**config.mk**
```make
export PLATFORM = sky130hd
export DESIGN_NAME = tcdg_pixel
export DESIGN_NICKNAME = d
export VERILOG_FILES = /design/src/text_cell_dbcs_glyph_render_top_defines.svh /design/src/tcdg_pkg.sv /design/src/tcdg_pixel.sv
export SDC_FILE = /design/constraint.sdc
export NUM_CORES = 1
export LEC_CHECK = 0
export ABC_AREA = 0
export ABC_CLOCK_PERIOD_IN_PS = 5000
export BUFFER_PORTS_ARGS = -buffer_cell sky130_fd_sc_hd__buf_2
export CAP_MARGIN = 10
export CORE_UTILIZATION = 41
export CTS_BUF_LIST = sky130_fd_sc_hd__clkbuf_8
export CTS_CLUSTER_DIAMETER = 30
export DETAILED_ROUTE_END_ITERATION = 8
export PLACE_DENSITY_LB_ADDON = 0.25
export SYNTH_ARGS = -nofsm -noshare
export SYNTH_HDL_FRONTEND = slang
export SYNTH_SLANG_ARGS = --single-unit
export TNS_END_PERCENT = 20
```
**constraint.sdc**
```tcl
create_clock -name aclk -period 5 [get_ports aclk]
set_input_delay 0.75 -clock aclk [delete_from_list [all_inputs] [get_ports aclk]]
set_output_delay 0.75 -clock aclk [all_outputs]
set_load 0.05 [all_outputs]
```
**src/text_cell_dbcs_glyph_render_top_defines.svh**
```systemverilog
// Assertion macros shared by the glyph render block.
`ifndef TEXT_CELL_DBCS_GLYPH_RENDER_TOP_DEFINES_SVH
`define TEXT_CELL_DBCS_GLYPH_RENDER_TOP_DEFINES_SVH

// Condition must hold in the same cycle as the trigger.
`define TCDG_ASSERT_SAME(label, clk, rstn, ante, cons, msg) \
    label: assert property (@(posedge clk) disable iff (!rstn) (ante) |-> (cons)) \
        else $error(msg);

// Condition must hold in the cycle after the trigger.
`define TCDG_ASSERT_NEXT(label, clk, rstn, ante, cons, msg) \
    label: assert property (@(posedge clk) disable iff (!rstn) (ante) |=> (cons)) \
        else $error(msg);

`endif

```
**src/tcdg_pkg.sv**
```systemverilog
// Shared constants and types of the double-byte text glyph renderer.
`timescale 1ns / 1ps

package tcdg_pkg;

    // Font geometry.
    localparam int CELL_ROWS       = 19;
    localparam int WIDE_GLYPH_ROWS = 16;

    // Field widths.
    localparam int CODE_W = 8;
    localparam int ROW_W  = 5;
    localparam int PAIR_W = 2 * CODE_W;
    localparam int PIX_W  = 64;
    localparam int CNT_W  = 5;

    // Store sizes and address widths.
    localparam int PAIR_DEPTH = 1 << PAIR_W;
    localparam int SF_DEPTH   = 256 * CELL_ROWS;
    localparam int SF_AW      = $clog2(SF_DEPTH);
    localparam int DF_DEPTH   = PAIR_DEPTH * 2 * WIDE_GLYPH_ROWS;
    localparam int DF_AW      = $clog2(DF_DEPTH);

    // Pair table entry: defined flag over one written bit per double-byte font row.
    localparam int WR_W  = 2 * WIDE_GLYPH_ROWS;
    localparam int PM_W  = WR_W + 1;
    localparam int WRI_W = $clog2(WR_W);
    localparam int HRI_W = $clog2(WIDE_GLYPH_ROWS);

    // Command codes.
    localparam logic [1:0] CMD_RENDER      = 2'd0;
    localparam logic [1:0] CMD_LOAD_SINGLE = 2'd1;
    localparam logic [1:0] CMD_LOAD_DOUBLE = 2'd2;

    // Glyph kind codes.
    localparam logic [1:0] KIND_SINGLE = 2'd0;
    localparam logic [1:0] KIND_LEFT   = 2'd1;
    localparam logic [1:0] KIND_RIGHT  = 2'd2;

    // Configuration register indexes.
    localparam logic REG_BLINK = 1'b0;
    localparam logic REG_WIDE  = 1'b1;

    // Pixel counts per result.
    localparam logic [CNT_W-1:0] NARROW_PIX = 5'd8;
    localparam logic [CNT_W-1:0] WIDE_PIX   = 5'd16;

    // One input beat.
    typedef struct packed {
        logic [1:0]        cmd;
        logic [CODE_W-1:0] char_code;
        logic [CODE_W-1:0] next_code;
        logic              next_valid;
        logic [7:0]        attr_byte;
        logic [ROW_W-1:0]  scanline;
        logic              cursor_here;
        logic              blink_phase;
        logic              half_select;
        logic [7:0]        glyph_bits;
        logic              mark_valid;
    } item_t;

    // Fetched glyph row with what the colour stage needs.
    typedef struct packed {
        logic [7:0] glyph;
        logic [1:0] kind;
        logic [7:0] attr;
        logic       cursor;
        logic       bphase;
    } glyph_rec_t;

    // Status of the fetch stage seen by the top level.
    typedef struct packed {
        logic clear_done;
        logic pending;
        logic busy;
    } fetch_status_t;

endpackage

```
**src/tcdg_pixel.sv**
```systemverilog
// Colour resolution, pixel expansion and the result output register.
`timescale 1ns / 1ps

module tcdg_pixel (
    input  logic                           aclk,
    input  logic                           aresetn,
    input  logic                           rec_valid,
    output logic                           rec_ready,
    input  tcdg_pkg::glyph_rec_t           rec,
    input  logic                           blink_enable,
    input  logic                           wide_mode,
    output logic                           out_valid,
    input  logic                           out_ready,
    output logic [tcdg_pkg::PIX_W-1:0]     out_pixels,
    output logic [tcdg_pkg::CNT_W-1:0]     out_count,
    output logic [1:0]                     out_kind
);

    logic [3:0]                    fg, bg;
    logic [tcdg_pkg::PIX_W-1:0]    pix;
    logic                          out_valid_reg;
    logic [tcdg_pkg::PIX_W-1:0]    pixels_reg;
    logic [tcdg_pkg::CNT_W-1:0]    count_reg;
    logic [1:0]                    kind_reg;

    // Cursor swaps colours; blink dims the background and may hide the foreground.
    always_comb begin
        if (rec.cursor) begin
            fg = rec.attr[7:4];
            bg = rec.attr[3:0];
        end else begin
            fg = rec.attr[3:0];
            bg = rec.attr[7:4];
            if (rec.attr[7] && blink_enable) begin
                bg = {1'b0, rec.attr[6:4]};
                if (rec.bphase) begin
                    fg = {1'b0, rec.attr[6:4]};
                end
            end
        end
    end

    // Bit 7 of the glyph row is pixel 0; wide mode doubles every pixel.
    always_comb begin
        pix = '0;
        for (int i = 0; i < 8; i++) begin
            if (wide_mode) begin
                pix[8*i +: 4]     = rec.glyph[7-i] ? fg : bg;
                pix[8*i + 4 +: 4] = rec.glyph[7-i] ? fg : bg;
            end else begin
                pix[4*i +: 4]     = rec.glyph[7-i] ? fg : bg;
            end
        end
    end

    assign rec_ready = !out_valid_reg || out_ready;

    // Output register valid flag.
    always_ff @(posedge aclk) begin
        if (!aresetn) begin
            out_valid_reg <= 1'b0;
        end else if (rec_ready) begin
            out_valid_reg <= rec_valid;
        end
    end

    // Output register payload.
    always_ff @(posedge aclk) begin
        if (rec_ready && rec_valid) begin
            pixels_reg <= pix;
            count_reg  <= wide_mode ? tcdg_pkg::WIDE_PIX : tcdg_pkg::NARROW_PIX;
            kind_reg   <= rec.kind;
        end
    end

    assign out_valid  = out_valid_reg;
    assign out_pixels = pixels_reg;
    assign out_count  = count_reg;
    assign out_kind   = kind_reg;

endmodule

```
**Yosys cells after proc, flatten, opt, wreduce, memory -nomap -nowiden**

Index checks and enable logic that the tools add are counted.

- Register bits after elaboration: 72
- Input port bits: 26
- Output and inout port bits: 73
- Word-level logic and storage cells: 30

- Multiplexer cells: 21
- Reduce and logical (&&, ||, !) cells: 4

Operators by type and width:

| cell | number |
|---|---|
| 2-to-1 mux 4 bit | 20 |
| 2-to-1 mux 5 bit | 1 |
| logical AND 1 bit | 2 |
| zero test 1 bit | 1 |
| logical OR 1 bit | 1 |

**Longest topological paths before layout**

Gate-level depths: netlist of run 1.

- Depth in word-level cells: 5
- Mapped depth: 5
- Mapped depth without buffers: 3

**Least setup slack after synthesis of run 1**

Ideal clock, no wire load.

- Kind: input port to flip-flop
- Start: input out_ready
- End: register count_reg, in the netlist out_count[3] (enable)
- Setup time: 0.415 ns
- Data arrival time: 2.527 ns
- Data required time: 4.585 ns
- Path slack: 2.058 ns
- Stages on the path: 2
- Buffers on the path: 0
- Path through: nand2b_1 and2_1

- Longest elaborated chain between the ends: 2

RTL lines:

| element | line | RTL |
|---|---|---|
| start, declared | tcdg_pixel.sv:13 | `input logic out_ready,` |
| logical OR 1 bit | tcdg_pixel.sv:56 | `assign rec_ready = !out_valid_reg \|\| out_ready;` |
| logical AND 1 bit | tcdg_pixel.sv:69 | `if (rec_ready && rec_valid) begin` |
| end signal, assigned | tcdg_pixel.sv:71 | `count_reg <= wide_mode ? tcdg_pkg::WIDE_PIX : tcdg_pkg::NARROW_PIX;` |
| end, declared | tcdg_pixel.sv:23 | `logic [tcdg_pkg::CNT_W-1:0] count_reg;` |

No other way between the ends.
A chain may end at the register's enable or synchronous reset.

**Worst setup path in the final report of run 1**

- Start: input rec[1] in the netlist's numbering
- End: register pixels_reg, in the netlist out_pixels[26] (data pin)

- Longest elaborated chain between the ends: 3
- Elaborated cells between the ends (all ways): 5
- Classes of those cells: mux: 5

RTL lines:

| element | line | RTL |
|---|---|---|
| start, declared | tcdg_pixel.sv:9 | `input tcdg_pkg::glyph_rec_t rec,` |
| 2-to-1 mux 4 bit | tcdg_pixel.sv:28 | `if (rec.cursor) begin` |
| 2-to-1 mux 4 bit, on equally long branches | tcdg_pixel.sv:51, tcdg_pixel.sv:48 |  |
| 2-to-1 mux 4 bit (*) | tcdg_pixel.sv:47 | `if (wide_mode) begin` |
| named net pix (one bit) | tcdg_pixel.sv:20 | `logic [tcdg_pkg::PIX_W-1:0] pix;` |
| end signal, assigned | tcdg_pixel.sv:70 | `pixels_reg <= pix;` |
| end, declared | tcdg_pixel.sv:22 | `logic [tcdg_pkg::PIX_W-1:0] pixels_reg;` |

Mark *: on every way through the listed nets, which the timed path passes. The rest lies on a longest branch.

==> results of run 1 <==
[through the flow]
stage | area, um2 | utilization (%) | std cells | hold WS, ns | total power, uW
finish | 3040 | 50.8 | 331 | 0.537 | 1090
global route | 3040 | 50.8 | 331 | 0.592 | 1140
CTS | 3020 | 50.4 | 330 | 0.540 | 1100
detailed placement | 2940 | 49.1 | 322 | 0.521 | 875
global placement | 2940 | 49.1 | 322 | 0.501 | 873
floorplan | 2580 | - | 183 | 0.849 | 819
[cell families after synthesis]
| family | after synthesis | synth area share, % |
|---|---|---|
| buf+inv | 33 | 8.51 |
| mux | 45 | 17.9 |
| flops | 53 | 61.5 |
| other cells | 1 | 0.146 |
| simple gates | 9 | 1.70 |
| compound gates | 40 | 10.2 |
[critical path, cell delays in order]
cell and delay (ns):
buf_2 0.19, a31oi_4 0.24, mux2i_1 0.86, mux2i_1 0.21
[placed cells by master, fill, tap and decap left out, types with 2 or more instances in the layout]
cell type	n
mux2i_1	40
clkbuf_8	5
o211ai_1	4
mux2i_2	2
o211a_1	4
nand2b_1	2
buf_2	95
a21oi_1	15
conb_1	3
edfxtp_1	52
mux2_2	3
inv_1	2
o21ai_0	12
nor2_1	4
clkinv_1	2
[metal layers]
layer  GRT usage, %  routed length, um  up-vias
met5              0                  0        -
met4           5.89                 98        0
met3           4.16                357       10
met2           26.0               2460       83
met1           23.3               2470      799
li1               -                  -      805
[layout make-up]
class | instances | area, um2 | share of cell area, %
Multi-Input combinational cell | 97 | 781 | 25.7
Clock buffer | 5 | 68.8 | 2.26
Clock inverter | 3 | 12.5 | 0.412
Sequential cell | 53 | 1580 | 52.0
Timing Repair Buffer | 96 | 495 | 16.3
Tap cell | 75 | 93.8 | 3.09
Inverter | 2 | 7.51 | 0.247
[worst paths after layout]
path                               start                        to  slack, ns  cells past startpoint
setup / recovery                  rec[1]  out_pixels[26]$_DFFE_PP_       2.74                      4
hold / removal    out_valid$_SDFFE_PN0P_    out_valid$_SDFFE_PN0P_       0.54                      2
setup reg to reg  out_valid$_SDFFE_PN0P_    out_count[4]$_DFFE_PP_       3.44                      3
hold reg to reg   out_valid$_SDFFE_PN0P_    out_valid$_SDFFE_PN0P_       0.54                      2
[synthesized netlist by cell type, types with 3 or more instances]
master,n,area [um2]
mux2i_1,40,400
mux2_2,3,33.8
edfxtp_1,52,1560
a21oi_1,15,75.1
nor2_1,4,15.0
buf_4,23,173
buf_1,3,11.3
o211ai_1,4,30.0
o21ai_0,12,60.1
o211a_1,4,40.0
clkbuf_1,3,11.3
[where the power goes]
group,internal [uW],leakage (uW),total (uW),switching [uW]
Sequential,535,0.000517,546,10.8
Combinational,72.4,0.000788,321,248
Clock,94.6,0.0000430,228,133
==> results.txt, run 1 <==
Num Clock Sinks: 53
RSZ-0062 raised after global routing: no
GRT Residual Overflow: 0
Yosys cell types: 26
Max Cap Viol: 0
Vias per cell: 5.13
Worst Path Required: 5.00 ns
Register area share after synthesis: 61.5%
I/O Pins: 99
Worst skew pair latency: 0.31 ns
Worst EP arrival: 2.26 ns
Initial Util: 42.9%
GRT Overall Usage: 16.9%
CTS resizes: 0
Worst Path Max Fanout: 12
Largest net degree at the start of global routing: 53
Number of flip-flops in the largest register: 48
PD cells: 360 nW/um2
# diodes: 0
Fmax achieved: 442 MHz
Post CTS Setup Buffer Count: 0
VDD IR-drop max: 0.145 mV
Root buffer cell: clkbuf_8
Die area: 6600 um2
# DRC: 0
DR iter-0 viols: 80
Ys async rst share: 0%
Layout area overhead: 18.2%
Yosys warnings: 0
Layout cells sized above 1: 43.0%
Vias in the first global route: 1531
# setup viols final: 0
Chip Width: 81.2 um
CTS tree: built
Placer Congestion: 0.805
Status: finished, final reports clean
Worst-case clock buffer depth: 2
P_leak: 0.00135 uW
Crit Path Category: in -> reg
Core region area: 5990 um2
Sum Neg Setup Slack: 0 ns
Slew Limit Fails: 0
H-tree levels: 2
First-pass GRT wire length: 8040 um
Fin worst setup slack: 2.74 ns
Fillers: 539
Setup WS pre-CTS: 2.43 ns
Row count: 28
Die height: 81.2 um
Period minus WS final: 2.26 ns
Slew @ Worst Pin: 1.00 ns
Post-synth EDFFs: 52
Cell area after synthesis: 2570 um2
Clock Skew: 0.00604 ns
Ys flop type: edfxtp_1
Fin nets: 281
CTS clk-pin slew, worst paths: 0.09 ns
Number of port buffers: 95
Period utilization: 45.2%
Hold Buf Count CTS: 0
Max_slew headroom: 31.2%
Setup crit end kind: flip-flop
Routed Antenna Nets: 0
Drt pass-1 iters: 4
WL per Instance: 16.3 um
Total CTS buffers: 5
Final wirelength: 5390 um
Synthesized flop and latch total: 53
Fin. Hold Viols: 0
Post-Synthesis Cells: 181
Avg Inst Size Synth: 14.2 um2
Startpoint types: input pin
Via count: 1697
Detail Placement HPWL: 3740 um
Initial antenna violation count: 0
HP Class: reg -> reg
Power figures use the tool's default switching activity.
==> run 2: changes to the inputs <==
Settings changed: ABC_CLOCK_PERIOD_IN_PS 5000 to 1860.
Clock period 5 ns to 1.86 ns, I/O delays scaled along.
==> results.txt, run 2 (synthesized netlist as in run 1, its figures left out) <==
Crit Path Category: reg -> reg
Die height: 81.2 um (unchanged)
Hold path depth: 1 (-1)
Status: finished, final reports clean
Die area: 6600 um2 (unchanged)
Family with the most delay on the worst path: simple AND/OR/NAND/NOR gates
Layout area overhead: 23.9%
Worst EP arrival: 1.33 ns (-0.93 ns)
Fin. Hold Viols: 0 (unchanged)
Detail Placement HPWL: 3960 um (+5.9%)
P_leak: 0.00144 uW (+6.7%)
Clock Skew: 0.00221 ns (-0.00383 ns)
CTS tree: built
Period utilization: 71.1%
Row count: 28 (unchanged)
Hold EP: out_kind[0]$_DFFE_PP_
Vias per cell: 4.94 (-3.7%)
Slowest stage cell, crit path: and2_4
Largest net degree at the start of global routing: 25 (-53%)
GRT Residual Overflow: 0 (unchanged)
RSZ-0062 raised after global routing: no
Drt pass-1 iters: 4 (unchanged)
Fmax achieved: 756 MHz
VDD IR-drop max: 0.385 mV (+170%)
Worst skew pair latency: 0.30 ns (about the same)
# diodes: 0 (unchanged)
Area after DPL: 3080 um2 (+4.6%)
Worst Path Max Fanout: 24 (+12)
Setup WS pre-CTS: 0.262 ns (-2.17 ns)
Critical Path, Cell by Cell: nand2b_2, and2_4, buf_4
Design area: 3190 um2 (+4.8%)
Setup crit end kind: flip-flop
Slowest stage delay, CP: 0.37 ns (-0.49 ns)
Routed Antenna Nets: 0 (unchanged)
Placer Congestion: 0.840 (+4.4%)
Worst-case clock buffer depth: 2 (unchanged)
Period minus WS final: 1.32 ns
I/O Pins: 99 (unchanged)
Hold Buf Count CTS: 0 (unchanged)
Vias in the first global route: 1595 (+4.2%)
Num Clock Sinks: 53 (unchanged)
First-pass GRT wire length: 8190 um (+1.9%)
Worst r2r src: out_valid$_SDFFE_PN0P_
Post CTS Setup Buffer Count: 0 (unchanged)
Cells on worst reg2reg path: 3 (unchanged)
H-tree levels: 2 (unchanged)
Total CTS buffers: 5 (unchanged)
Core region area: 5990 um2 (unchanged)
Chip Width: 81.2 um (unchanged)
CTS clk-pin slew, worst paths: 0.09 ns (about the same)
DR iter-0 viols: 84 (+5.0%)
Slew Limit Fails: 0 (unchanged)
Number of port buffers: 95 (unchanged)
# DRC: 0 (unchanged)
Layout cells sized above 1: 46.9% (+3.9 points)
Startpoint types: flip-flop
WL per Instance: 15.8 um (-3.0%)
Fin worst setup slack: 0.537 ns (-2.20 ns)
Sum Neg Setup Slack: 0 ns (unchanged)
Commonest non-fill, non-tap cell in the layout: buf_2
Fin nets: 296 (+5.3%)
HP Class: in -> reg
GRT Overall Usage: 17.0% (+0.075 points)
Worst Path Required: 1.87 ns (-3.13 ns)
PD cells: 983 nW/um2 (+170%)
Reg-to-reg endpoint: out_pixels[45]$_SDFFCE_PN0P_
Buffers & Inverters on Critical Path: 1 (unchanged)
Reg2reg setup slack: 0.54 ns (-2.90 ns)
Max Cap Viol: 0 (unchanged)
Root buffer cell: clkbuf_8
Final wirelength: 5470 um (+1.4%)
Final core occ: 53.2% (+2.4 points)
CTS resizes: 0 (unchanged)
Commonest non-fill, non-tap cells in the layout: buf_2, edfxtp_1, mux2i_1
# setup viols final: 0 (unchanged)
Number of flip-flops in the largest register: 48 (unchanged)
CP startpoint: out_valid$_SDFFE_PN0P_
Via count: 1709 (+0.71%)
Initial antenna violation count: 0 (unchanged)
Initial Util: 42.9% (unchanged)
Hold path start: rec[10]
-- run 2: cell types whose count changed in the layout (fill, tap and decap cells not counted) --
cell	previous run	this run
clkinv_1	2	0
clkinv_4	0	1
bufinv_16	0	1
and2_4	0	1
buf_4	0	15
nand2b_1	2	1
clkinv_2	1	0
nand2b_2	0	1
inv_1	2	3
and2_2	1	0
-- run 2: final cells by class --
cell class / count / area, um2
fill: 533 / 2800
timing repair buffer: 111 / 608
inverter: 2 / 7.51
multi-input combinational: 97 / 785
tap: 75 / 93.8
clock inverter: 3 / 42.5
clock buffer: 5 / 68.8
sequential: 53 / 1580
-- run 2: per-stage QoR --
| step | hold slack, ns | power, uW | cells |
|---|---|---|---|
| 2_1_floorplan | 0.378 | 2200 | 183 |
| 3_3_place_gp | 0.464 | 2390 | 338 |
| 3_5_place_dp | 0.463 | 2390 | 338 |
| 4_1_cts | 0.154 | 3160 | 346 |
| 5_1_grt | 0.152 | 3240 | 346 |
| 6_report | 0.157 | 3130 | 346 |
-- run 2: how the worst max path moves through the flow --
stage          slack [ns]  cells past startpoint                      endpoint
2_1_floorplan        0.15                      2        out_count[3]$_DFFE_PP_
3_3_place_gp         0.28                      5       out_pixels[2]$_DFFE_PP_
3_5_place_dp         0.26                      5      out_pixels[13]$_DFFE_PP_
4_1_cts              0.51                      3  out_pixels[45]$_SDFFCE_PN0P_
5_1_grt              0.48                      5      out_pixels[13]$_DFFE_PP_
6_report             0.54                      3  out_pixels[45]$_SDFFCE_PN0P_
-- run 2: per-layer routing --
metal / part of all wire, % / up-vias / GRT usage, % / wire [um]
li1: - / 836 / - / -
met1: 46 / 815 / 22.3 / 2500
met2: 49 / 56 / 28.7 / 2670
met3: 5.0 / 2 / 2.70 / 275
met4: 0.38 / 0 / 5.36 / 21
met5: 0 / - / 0 / 0
-- run 2: report_power, final --
part	switching [uW]	internal [uW]	total, uW
combinational	672	226	898
clock	372	399	771
sequential	28.2	1440	1470
==> run 3: changes to the inputs <==
Settings changed: ABC_AREA 0 to 1, ABC_CLOCK_PERIOD_IN_PS 1860 to 1200.
Clock period 1.86 ns to 1.2 ns, I/O delays scaled along.
==> results.txt, run 3 <==
Worst Path Max Fanout: 1 (-96%)
Commonest non-fill, non-tap cell in the layout: buf_2
Max Cap Viol: 0 (unchanged)
Drt pass-1 iters: 8 (+4)
Chip Width: 84.6 um (+4.2%)
Initial antenna violation count: 0 (unchanged)
P_leak: 0.00167 uW (+16%)
Avg Inst Size Synth: 9.72 um2 (-32%)
Failing checks: DRC
Post-synth EDFFs: 52 (unchanged)
RSZ-0062 raised after global routing: no
Ys async rst share: 0% (unchanged)
Post CTS Setup Buffer Count: 0 (unchanged)
Die height: 84.6 um (+4.2%)
Hold_ws: 0.0275 ns (-0.129 ns)
Startpoint types: flip-flop
Fin. Hold Viols: 0 (unchanged)
Worst EP arrival: 0.96 ns (-0.37 ns)
GRT Residual Overflow: 0 (unchanged)
Layout cells sized above 1: 38.5% (-8.3 points)
Top cells by count, synth: nand2_1, nand3_1, edfxtp_1
Placer Congestion: 0.901 (+7.3%)
DR iter-0 viols: 159 (+89%)
VDD IR-drop max: 0.488 mV (+27%)
# diodes: 0 (unchanged)
Vias in the first global route: 2195 (+38%)
CTS tree: built
GRT Overall Usage: 19.4% (+2.4 points)
Slowest stage delay, CP: 0.42 ns (+0.05 ns)
First-pass GRT wire length: 10700 um (+30%)
Status: finished, violations left
Synth area leaders: edfxtp_1, nand3_1, nand2_1
HP Class: in -> reg
Row count: 29 (+3.6%)
Total CTS buffers: 5 (unchanged)
Setup crit end kind: output pin
Worst Path Required: 1.02 ns (-0.85 ns)
Crit Path Category: reg -> out
Yosys warnings: 0 (unchanged)
Cell area after synthesis: 2800 um2 (+8.8%)
Family with the most delay on the worst path: flip-flops
H-tree levels: 2 (unchanged)
Leading area contributor after synthesis: edfxtp_1
Area after DPL: 3400 um2 (+11%)
Worst-case clock buffer depth: 2 (unchanged)
Via count: 2338 (+37%)
Ys flop type: edfxtp_1
Layout area overhead: 25.0%
Worst skew pair latency: 0.32 ns (+0.02 ns)
Design Power: 4850 uW (+55%)
Initial Util: 43.3% (+0.40 points)
Synthesized flop and latch total: 53 (unchanged)
Routed Antenna Nets: 0 (unchanged)
Clock Skew: 0.0154 ns (+0.0132 ns)
Design area: 3500 um2 (+9.8%)
Yosys cell types: 20 (-23%)
Number of flip-flops in the largest register: 48 (unchanged)
Num Clock Sinks: 53 (unchanged)
Core region area: 6460 um2 (+7.8%)
Die area: 7160 um2 (+8.6%)
WL per Instance: 14.4 um (-8.6%)
Register area share after synthesis: 56.5% (-5.0 points)
# setup viols final: 0 (unchanged)
Slowest stage cell, crit path: edfxtp_1
Final wirelength: 6650 um (+22%)
Count leader, synth: nand2_1
Fin nets: 409 (+38%)
Period utilization: 94.7%
Critical Path, Cell by Cell: buf_2
Root buffer cell: clkbuf_8
# DRC: 7 (+7)
Number of port buffers: 95 (unchanged)
Synth top area share: 55.8% (-4.9 points)
CTS clk-pin slew, worst paths: 0.11 ns (+0.02 ns)
Detail Placement HPWL: 4920 um (+24%)
Vias per cell: 5.07 (+2.7%)
Buffers & Inverters on Critical Path: 1 (unchanged)
I/O Pins: 99 (unchanged)
Commonest non-fill, non-tap cells in the layout: buf_2, nand2_1, nand3_1
Slew Limit Fails: 0 (unchanged)
Hold Buf Count CTS: 0 (unchanged)
Period minus WS final: 1.14 ns
Post-Synthesis Cells: 288 (+59%)
Largest net degree at the start of global routing: 46 (+84%)
PD cells: 1380 nW/um2 (+41%)
Fmax achieved: 880 MHz
Fillers: 585 (+9.8%)
run 3: changes by cell type after synthesis, moves of 4 or more:
cell      delta
mux2i_1     -40
o21ai_0     -12
nand2_1     +74
o211ai_1     -4
nor2_1      +12
and2_1       +4
o211a_1      -4
a21oi_1     -14
nand3_1     +73
nand3_2     +17
inv_1        +9
run 3: logic make-up (layout without fill, tap and decap cells):
| group | Yosys count | count (layout) | share of synthesized area, % |
|---|---|---|---|
| DFF | 53 | 53 | 56.5 |
| buffers and inverters | 38 | 132 | 8.14 |
| and+or+nand+nor | 191 | 191 | 33.6 |
| AOI/OAI and AO/OA | 5 | 5 | 1.65 |
| other | 1 | 3 | 0.134 |
run 3: routing by layer:
metal / up-vias / GRT usage [%] / wire (um)
met2: 78 / 31.8 / 3270
met4: 0 / 7.09 / 103
met3: 10 / 3.34 / 300
met1: 1086 / 26.0 / 2980
li1: 1164 / - / -
met5: - / 0 / 0
run 3: path summary, 6_finish.rpt:
path | startpoint | end | slack, ns | depth (start not counted)
worst min register to register | out_valid$_SDFFE_PN0P_ | out_valid$_SDFFE_PN0P_ | 0.59 | 2
worst max register to register | out_valid$_SDFFE_PN0P_ | out_pixels[28]$_DFFE_PP_ | 0.08 | 2
worst max-delay path | out_pixels[10]$_DFFE_PP_ | out_pixels[10] | 0.06 | 1
worst min-delay path | rec[10] | out_kind[0]$_DFFE_PP_ | 0.03 | 1
run 3: report_power, final:
part           internal [uW]  switching, uW
registers               2220           42.2
logic                    363           1160
clock network            423            636
total                   3010           1840
run 3: metrics by stage:
stage / setup TNS, ns / util (%) / worst slack (ns) / instances
after floorplan: -27.67 / - / -0.532 / 290
after global placement: -4.13 / 52.6 / -0.162 / 453
after detailed placement: -5.09 / 52.6 / -0.204 / 453
after CTS: 0 / 54.1 / 0.0434 / 461
after global routing: 0 / 54.2 / 0.0150 / 461
final: 0 / 54.2 / 0.0635 / 461
run 3: area by class of cell:
type | count | area [um2] | share of cell area, %
multi-input cells | 199 | 1010 | 28.8
repair buffers | 111 | 664 | 19.0
flip-flops and latches | 53 | 1590 | 45.3
well taps | 77 | 96.3 | 2.75
inverters | 13 | 51.3 | 1.47
clock buffers | 5 | 68.8 | 1.97
clock inverters | 3 | 25.0 | 0.715
run 3: what timing repair did:
| item | in CTS | in global routing |
|---|---|---|
| endpoints found under the hold margin | 0 | 0 |
| pin swaps | 0 | 0 |
| endpoints found under the setup margin | 1 | 1 |
| resized for setup | 1 | 1 |
